## config.mk

```make
export PLATFORM = sky130hd
export DESIGN_NAME = toy_risc_execute_step_top
export DESIGN_NICKNAME = d
export VERILOG_FILES = /design/src/rtl/core/tres_pkg.sv /design/src/rtl/core/tres_regfile.sv /design/src/rtl/core/toy_risc_execute_step_top.sv
export SDC_FILE = /design/constraint.sdc
export NUM_CORES = 2
export LEC_CHECK = 0
export ABC_AREA = 0
export BUFFER_PORTS_ARGS = -buffer_cell sky130_fd_sc_hd__buf_2
export CORE_ASPECT_RATIO = 0.5
export CORE_MARGIN = 5
export CORE_UTILIZATION = 55
export CTS_CLUSTER_DIAMETER = 100
export DETAILED_ROUTE_END_ITERATION = 8
export MAX_ROUTING_LAYER = met4
export PLACE_DENSITY = 0.71
export SLEW_MARGIN = 20
export SYNTH_ARGS = -nofsm -noshare
export SYNTH_HDL_FRONTEND = slang
export SYNTH_SLANG_ARGS = --single-unit
```

## constraint.sdc

```tcl
create_clock -name clk -period 6.8 [get_ports clk]
set_input_delay 0.34 -clock clk [delete_from_list [all_inputs] [get_ports clk]]
set_output_delay 0.34 -clock clk [all_outputs]
set_load 0.01 [all_outputs]
```

## src/rtl/core/tres_pkg.sv

```systemverilog
// tres_pkg: shared types and constants for the toy RISC execute step.
// Opcodes, event codes and the register-file write word.
// No dependencies.
`timescale 1ns / 1ps

package tres_pkg;

  localparam int unsigned XLEN   = 32;
  localparam int unsigned NREGS  = 32;
  localparam int unsigned RIDX_W = 5;
  localparam int unsigned OPC_W  = 7;
  localparam int unsigned EV_W   = 3;

  localparam logic [RIDX_W-1:0] REG_ZERO = 5'd0;
  localparam logic [RIDX_W-1:0] REG_RA   = 5'd1;
  localparam logic [RIDX_W-1:0] REG_A0   = 5'd10;
  localparam logic [RIDX_W-1:0] REG_A1   = 5'd11;
  localparam logic [RIDX_W-1:0] REG_A7   = 5'd17;

  localparam logic [XLEN-1:0] SYS_EXIT  = 32'd0;
  localparam logic [XLEN-1:0] SYS_PRINT = 32'd1;
  localparam logic [XLEN-1:0] UPPER_MASK = 32'hffff_f000;
  localparam logic [XLEN-1:0] INSN_STEP  = 32'd4;

  typedef enum logic [OPC_W-1:0] {
    OP_SYSCALL = 7'd1,
    OP_ADD     = 7'd2,
    OP_ADDI    = 7'd3,
    OP_BEQ     = 7'd4,
    OP_BLTU    = 7'd5,
    OP_CALL    = 7'd6,
    OP_RET     = 7'd7,
    OP_JUMP    = 7'd8,
    OP_LI      = 7'd9,
    OP_LUI     = 7'd10,
    OP_MV      = 7'd11
  } opcode_t;

  typedef enum logic [EV_W-1:0] {
    EV_NONE    = 3'd0,
    EV_EXIT    = 3'd1,
    EV_PRINT   = 3'd2,
    EV_BADCALL = 3'd3,
    EV_ILLEGAL = 3'd4
  } event_t;

  typedef struct packed {
    logic              en;
    logic [RIDX_W-1:0] addr;
    logic [XLEN-1:0]   data;
  } rf_wr_t;

endpackage

```

## src/rtl/core/tres_regfile.sv

```systemverilog
// tres_regfile: 32x32 register file, two registered read ports with write bypass.
// Per-entry valid bits give zero after reset; fixed registers kept as shadow flops.
// Depends on tres_pkg.
`timescale 1ns / 1ps

module tres_regfile (
  input  logic                          clk,
  input  logic                          rst_n,
  input  logic                          rd_en,
  input  logic [tres_pkg::RIDX_W-1:0]   rd_addr_a,
  input  logic [tres_pkg::RIDX_W-1:0]   rd_addr_b,
  input  tres_pkg::rf_wr_t              wr,
  output logic [tres_pkg::XLEN-1:0]     rd_data_a,
  output logic [tres_pkg::XLEN-1:0]     rd_data_b,
  output logic [tres_pkg::XLEN-1:0]     ra_val,
  output logic [tres_pkg::XLEN-1:0]     a0_val,
  output logic [tres_pkg::XLEN-1:0]     a1_val,
  output logic [tres_pkg::XLEN-1:0]     a7_val
);
  import tres_pkg::*;

  logic [XLEN-1:0]  mem_r [NREGS];
  logic [NREGS-1:0] vld_r;
  logic [XLEN-1:0]  q_a_r, q_b_r;
  logic             sel_a_r, sel_b_r;
  logic             byp_a_r, byp_b_r;
  logic [XLEN-1:0]  byp_data_r;
  logic [XLEN-1:0]  ra_r, a0_r, a1_r, a7_r;

  always_ff @(posedge clk) begin
    if (wr.en) begin
      mem_r[wr.addr] <= wr.data;
    end
  end

  always_ff @(posedge clk) begin
    if (rd_en) begin
      q_a_r <= mem_r[rd_addr_a];
      q_b_r <= mem_r[rd_addr_b];
    end
  end

  always_ff @(posedge clk) begin
    if (!rst_n) begin
      vld_r <= '0;
    end else if (wr.en) begin
      vld_r[wr.addr] <= 1'b1;
    end
  end

  always_ff @(posedge clk) begin
    if (rd_en) begin
      sel_a_r    <= vld_r[rd_addr_a];
      sel_b_r    <= vld_r[rd_addr_b];
      byp_a_r    <= wr.en && (wr.addr == rd_addr_a);
      byp_b_r    <= wr.en && (wr.addr == rd_addr_b);
      byp_data_r <= wr.data;
    end
  end

  always_ff @(posedge clk) begin
    if (!rst_n) begin
      ra_r <= '0;
      a0_r <= '0;
      a1_r <= '0;
      a7_r <= '0;
    end else if (wr.en) begin
      if (wr.addr == REG_RA) ra_r <= wr.data;
      if (wr.addr == REG_A0) a0_r <= wr.data;
      if (wr.addr == REG_A1) a1_r <= wr.data;
      if (wr.addr == REG_A7) a7_r <= wr.data;
    end
  end

  assign rd_data_a = byp_a_r ? byp_data_r : (sel_a_r ? q_a_r : '0);
  assign rd_data_b = byp_b_r ? byp_data_r : (sel_b_r ? q_b_r : '0);
  assign ra_val    = ra_r;
  assign a0_val    = a0_r;
  assign a1_val    = a1_r;
  assign a7_val    = a7_r;

endmodule

```

## src/rtl/core/toy_risc_execute_step_top.sv

```systemverilog
// toy_risc_execute_step_top: single-issue execute step of a toy 32-bit ISA.
// Instruction register, register-file read, combinational execute, result register.
// Depends on tres_pkg and tres_regfile.
//
// Usage:
//   in_*  : one instruction word per transfer, fetched at the last reported
//           out_fetch_address (0 after reset).
//   out_* : exactly one result word per instruction: next fetch address,
//           event code with its arguments, and the halted flag.
// Stages: operand read into the instruction register, then execute into the
//   result register.
// Throughput: 1 instruction per cycle while out_ready is high; register writes of one instruction are
//   forwarded to the operand read of the following one.
// Reset: pc, registers and halted flag cleared; both stages empty.
// Stall: when out_ready is low the result register holds, execute waits, and
//   in_ready drops once the instruction register is also occupied.
// While halted, instructions are consumed with no state change and a result
//   of event 0, zero arguments and halted set.
`timescale 1ns / 1ps

module toy_risc_execute_step_top (
  input  logic                        clk,
  input  logic                        rst_n,
  input  logic                        in_valid,
  output logic                        in_ready,
  input  logic [tres_pkg::XLEN-1:0]   in_instruction,
  output logic                        out_valid,
  input  logic                        out_ready,
  output logic [tres_pkg::XLEN-1:0]   out_fetch_address,
  output logic [tres_pkg::EV_W-1:0]   out_event_kind,
  output logic [tres_pkg::XLEN-1:0]   out_first_argument,
  output logic [tres_pkg::XLEN-1:0]   out_second_argument,
  output logic                        out_halted
);
  import tres_pkg::*;

  logic            ir_valid_r;
  logic [XLEN-1:0] ir_r;
  logic            in_fire, ex_fire;

  logic [XLEN-1:0] pc_r, pc_nxt;
  logic            stop_r, stop_nxt;

  logic [XLEN-1:0] opa, opb, ra_val, a0_val, a1_val, a7_val;
  logic [RIDX_W-1:0] rd_addr_b;
  rf_wr_t          wr;

  logic [OPC_W-1:0] opc;
  logic [XLEN-1:0]  imm12, br_off, jmp_off, seq_pc, tgt_pc, sum;
  logic [EV_W-1:0]  ev;
  logic [XLEN-1:0]  arg1, arg2;

  logic            out_valid_r;
  logic [XLEN-1:0] out_pc_r, out_a1_r, out_a2_r;
  logic [EV_W-1:0] out_ev_r;
  logic            out_halt_r;

  assign ex_fire  = ir_valid_r && (!out_valid_r || out_ready);
  assign in_ready = !ir_valid_r || ex_fire;
  assign in_fire  = in_valid && in_ready;

  // port B reads rt for add, rd otherwise (branch compare)
  assign rd_addr_b = (in_instruction[OPC_W-1:0] == OP_ADD) ?
                     in_instruction[21:17] : in_instruction[11:7];

  always_ff @(posedge clk) begin
    if (!rst_n) begin
      ir_valid_r <= 1'b0;
    end else if (in_fire) begin
      ir_valid_r <= 1'b1;
    end else if (ex_fire) begin
      ir_valid_r <= 1'b0;
    end
  end

  always_ff @(posedge clk) begin
    if (in_fire) begin
      ir_r <= in_instruction;
    end
  end

  tres_regfile u_regfile (
    .clk       (clk),
    .rst_n     (rst_n),
    .rd_en     (in_fire),
    .rd_addr_a (in_instruction[16:12]),
    .rd_addr_b (rd_addr_b),
    .wr        (wr),
    .rd_data_a (opa),
    .rd_data_b (opb),
    .ra_val    (ra_val),
    .a0_val    (a0_val),
    .a1_val    (a1_val),
    .a7_val    (a7_val)
  );

  assign opc     = ir_r[OPC_W-1:0];
  assign imm12   = {{20{ir_r[31]}}, ir_r[31:20]};
  assign br_off  = {{19{ir_r[31]}}, ir_r[31:20], 1'b0};
  assign jmp_off = {{11{ir_r[31]}}, ir_r[31:12], 1'b0};
  assign seq_pc  = pc_r + INSN_STEP;
  assign tgt_pc  = pc_r + (((opc == OP_CALL) || (opc == OP_JUMP)) ? jmp_off : br_off);
  assign sum     = opa + ((opc == OP_ADD) ? opb : imm12);

  always_comb begin
    rf_wr_t w;
    w        = '0;
    w.addr   = ir_r[11:7];
    pc_nxt   = seq_pc;
    stop_nxt = stop_r;
    ev       = EV_NONE;
    arg1     = '0;
    arg2     = '0;
    case (opc)
      OP_SYSCALL: begin
        if (a7_val == SYS_EXIT) begin
          ev = EV_EXIT; arg1 = a0_val; stop_nxt = 1'b1;
        end else if (a7_val == SYS_PRINT) begin
          ev = EV_PRINT; arg1 = a0_val; arg2 = a1_val;
        end else begin
          ev = EV_BADCALL; stop_nxt = 1'b1;
        end
      end
      OP_ADD, OP_ADDI: begin
        w.en = 1'b1; w.data = sum;
      end
      OP_BEQ: begin
        if (opb == opa) pc_nxt = tgt_pc;
      end
      OP_BLTU: begin
        if (opb < opa) pc_nxt = tgt_pc;
      end
      OP_CALL: begin
        w.en = 1'b1; w.addr = REG_RA; w.data = seq_pc; pc_nxt = tgt_pc;
      end
      OP_RET:  pc_nxt = ra_val;
      OP_JUMP: pc_nxt = tgt_pc;
      OP_LI: begin
        w.en = 1'b1; w.data = imm12;
      end
      OP_LUI: begin
        w.en = 1'b1; w.data = ir_r & UPPER_MASK;
      end
      OP_MV: begin
        w.en = 1'b1; w.data = opa;
      end
      default: begin
        ev = EV_ILLEGAL; stop_nxt = 1'b1;
      end
    endcase
    if (stop_r) begin
      pc_nxt = pc_r;
      ev     = EV_NONE;
      arg1   = '0;
      arg2   = '0;
      w.en   = 1'b0;
    end
    w.en = w.en && ex_fire && (w.addr != REG_ZERO);
    wr   = w;
  end

  always_ff @(posedge clk) begin
    if (!rst_n) begin
      pc_r   <= '0;
      stop_r <= 1'b0;
    end else if (ex_fire) begin
      pc_r   <= pc_nxt;
      stop_r <= stop_nxt;
    end
  end

  always_ff @(posedge clk) begin
    if (!rst_n) begin
      out_valid_r <= 1'b0;
    end else if (ex_fire) begin
      out_valid_r <= 1'b1;
    end else if (out_ready) begin
      out_valid_r <= 1'b0;
    end
  end

  always_ff @(posedge clk) begin
    if (ex_fire) begin
      out_pc_r   <= pc_nxt;
      out_ev_r   <= ev;
      out_a1_r   <= arg1;
      out_a2_r   <= arg2;
      out_halt_r <= stop_nxt;
    end
  end

  assign out_valid           = out_valid_r;
  assign out_fetch_address   = out_pc_r;
  assign out_event_kind      = out_ev_r;
  assign out_first_argument  = out_a1_r;
  assign out_second_argument = out_a2_r;
  assign out_halted          = out_halt_r;

endmodule

```

==> flow_metrics.py <==
metrics = {
    "run_status": {
        "status": "finished, final reports clean",
    },
    "sta": {
        "finalWorstSetupSlack_ns": 0.332,
        "slew_viol_final": 0,
        "fin_skew_ns": 0.0358,
        "worst_pin_slew_ns": 1.24,
        "grt_setup_unrepaired": "no",
        "hold_viol": 0,
        "max_freq_ghz": 0.155,
        "relSlewSlack_pct": 17.0,
        "setup_viol": 0,
        "period_minus_slack_ns": 6.47,
        "setup_tns_ns": 0,
        "holdWs_ns": 0.213,
        "period_share_pct": 95.1,
    },
    "drt": {
        "vias_per_cell": 7.09,
        "avgRoutedWirePerCell_microns": 34.5,
        "vias": 46300,
        "wl_microns": 225000,
        "drc": 0,
        "drt.antenna.violating_nets": 0,
        "drt-pass1-iter-count": 7,
        "drt_iter0_drc": 7028,
    },
    "setup_path": {
        "start_kind": "flop",
        "cp_max_fo": 33,
        "cp_slowest_cell": "clkinv_1",
        "crit_path_frequent_cell": "a21o_1",
        "path_cells": "or3_1, nor3_4, nor2b_2, buf_4, buf_4, mux2_2, ha_1, a21o_1, a21o_1, a2111oi_1, o211a_1, nor3_1, a21o_1, xnor2_1, a21oi_1, clkinv_1",
        "cp_top_family": "compound AO/OA/AOI/OAI gates",
        "cp.required_ns": 6.96,
        "worstPathArrival_ns": 6.63,
        "cp-end-kind": "flop",
        "critPathBufInv": 3,
        "rrSetupSlack_ns": 0.33,
        "path_class": "flop to flop",
        "critPathMaxStageDelay_ns": 0.98,
    },
    "placed_design": {
        "post-place-ws_ns": 0.951,
        "postPlaceCellArea_sq_mm": 0.0730,
        "dp_hpwl_microns": 138000,
        "io_buffer_count": 137,
        "place_congestion": 0.994,
    },
    "global_routing": {
        "first_global_vias": 45131,
        "grt_pass1_wl_microns": 321000,
        "antenna_found_initial": 12,
        "grt_max_degree": 115,
        "track_usage_pct": 34.3,
        "overflow": 0,
    },
    "layout": {
        "design_area_sq_mm": 0.0775,
        "final_nets": 4870,
        "drive_gt1_share_pct": 25.1,
        "final_common_cell": "edfxtp_1",
        "final_cell_mix": "edfxtp_1 (1256), mux4_2 (594), nand2_1 (431)",
        "syn_to_final_growth_pct": 10.9,
    },
    "synth": {
        "ys_seq_area_share_pct": 59.5,
        "ys_ff_latch": 1451,
        "async_flop_share_pct": 0,
        "ys_types": 88,
        "synth_warnings": 0,
        "ys.flop_type": "edfxtp_1",
        "syn_inst": 4591,
        "synth.avg_cell_area_sq_um": 15.2,
        "synth-edff-count": 1256,
        "synth_area_sq_mm": 0.0699,
    },
    "clocking": {
        "clkSlewWorstSetupHoldPaths_ns": 0.06,
        "cts.path.max_buffers": 3,
        "cts-resized-gates": 0,
        "root_buffer": "clkbuf_16",
        "cts_tree": "yes",
        "cts.sinks": 1451,
        "clk_latency_ns": 0.79,
        "ctsHtreeMaxLevel": 4,
        "cts_buffers": 132,
    },
    "die": {
        "dieHeight_microns": 262,
        "start_util_pct": 55.5,
        "die_w_microns": 514,
        "ios": 138,
        "coreArea_sq_mm": 0.126,
        "die-area_sq_mm": 0.135,
        "rows": 92,
    },
    "pwr": {
        "power_leakage_nw": 26.9,
        "ir_worst_vdd_v": 0.000272,
        "fin_total_pwr_mw": 19.0,
        "p_per_area_mw_per_mm2": 245,
    },
    "hold_path": {
        "hold_path.class": "input pin to flop",
    },
    "job": {
        "max-cap-violations": 0,
    },
}
## worst register-to-register path, cell delays in order (launching register included)
cell and delay (ns):
edfxtp_1 0.38, or3_1 0.55, nor3_4 0.26, nor2b_2 0.40, buf_4 0.23, buf_4 0.25, mux2_2 0.38, ha_1 0.37
a21o_1 0.22, a21o_1 0.20, a2111oi_1 0.48, o211a_1 0.35, nor3_1 0.09, a21o_1 0.19, xnor2_1 0.13, a21oi_1 0.37
clkinv_1 0.98
## routing by layer
layer | up-vias | global-route usage [%] | part of all wire (%)
met5 | - | - | 0
met4 | 0 | 14.3 | 4.5
met3 | 570 | 11.8 | 15
met2 | 3521 | 49.5 | 44
met1 | 23608 | 45.0 | 36
li1 | 18601 | - | -
## Yosys cell counts (32+ instances only)
library cell / number / area (sq um)
a211oi_1: 71 / 533
a21o_1: 42 / 315
a21oi_1: 166 / 831
a22o_1: 39 / 342
a22oi_1: 50 / 375
and2_1: 81 / 507
buf_1: 37 / 139
buf_2: 62 / 310
clkbuf_1: 192 / 721
dfxtp_1: 195 / 3900
edfxtp_1: 1256 / 37700
ha_1: 100 / 1250
inv_1: 87 / 327
mux2_2: 82 / 923
mux4_2: 594 / 13400
nand2_1: 431 / 1620
nand3_1: 210 / 1050
nor2_1: 224 / 841
o21ai_0: 149 / 746
o21ai_1: 38 / 190
xnor2_1: 54 / 473
xor2_1: 32 / 280
## flip-flops by register name, summed over array words and instances (netlist names), 3 cells and up
name	flops
ir_r	32
out_event_kind	3
out_fetch_address	32
out_first_argument	32
out_second_argument	32
pc_r	32
u_regfile.a0_val	32
u_regfile.a1_val	32
u_regfile.a7_val	32
u_regfile.byp_data_r	32
u_regfile.mem_r	1024
u_regfile.q_a_r	32
u_regfile.q_b_r	32
u_regfile.ra_val	32
u_regfile.vld_r	32
## stage by stage
stage               cells  utilization [%]
floorplan            4622                -
global placement     6256             57.8
detailed placement   6259             57.9
CTS                  6526             61.5
global route         6533             61.5
finish               6533             61.5
## power breakdown
part,leakage [nW],internal (mW),switching [mW]
clock,2.04,4.07,3.40
combinational,11.2,0.688,1.01
sequential,13.7,9.71,0.136
total,26.9,14.5,4.54
## cell families (layout without fill, tap and decap cells)
kind of cell	after synthesis	count (layout)	synth area share, %
compound gates	738	738	6.91
xor+xnor	86	86	1.08
fa+ha+maj	102	102	1.85
buf+inv	410	623	2.57
flops	1451	1451	59.5
mux	696	696	20.7
other cells	1	38	0.00537
simple gates	1107	1107	7.30
## final cells by class
type | instances | area, sq um
fillers | 9103 | 48500
flip-flops and latches | 1451 | 41600
repair buffers | 297 | 2270
clock buffers | 174 | 3600
diodes | 6 | 15.0
well taps | 1692 | 2120
inverters | 89 | 338
multi-input cells | 2761 | 26900
clock inverters | 63 | 623
## what timing repair did
action,4_1_cts,5_1_grt
setup buffers,0,0
hold endpoints to repair,29,0
hold buffers,30,0
## final timing paths
path | depth (start not counted) | to | from
max | 16 | u_regfile.mem_r[20][31]$_DFFE_PP_ | ir_r[6]$_DFFE_PP_
min | 4 | u_regfile.a7_val[30]$_SDFFE_PN0P_ | rst_n
max reg2reg | 16 | u_regfile.mem_r[20][31]$_DFFE_PP_ | ir_r[6]$_DFFE_PP_
min reg2reg | 2 | u_regfile.a1_val[3]$_SDFFE_PN0P_ | u_regfile.a1_val[3]$_SDFFE_PN0P_
No activity file was read; power rests on OpenSTA's default activity.
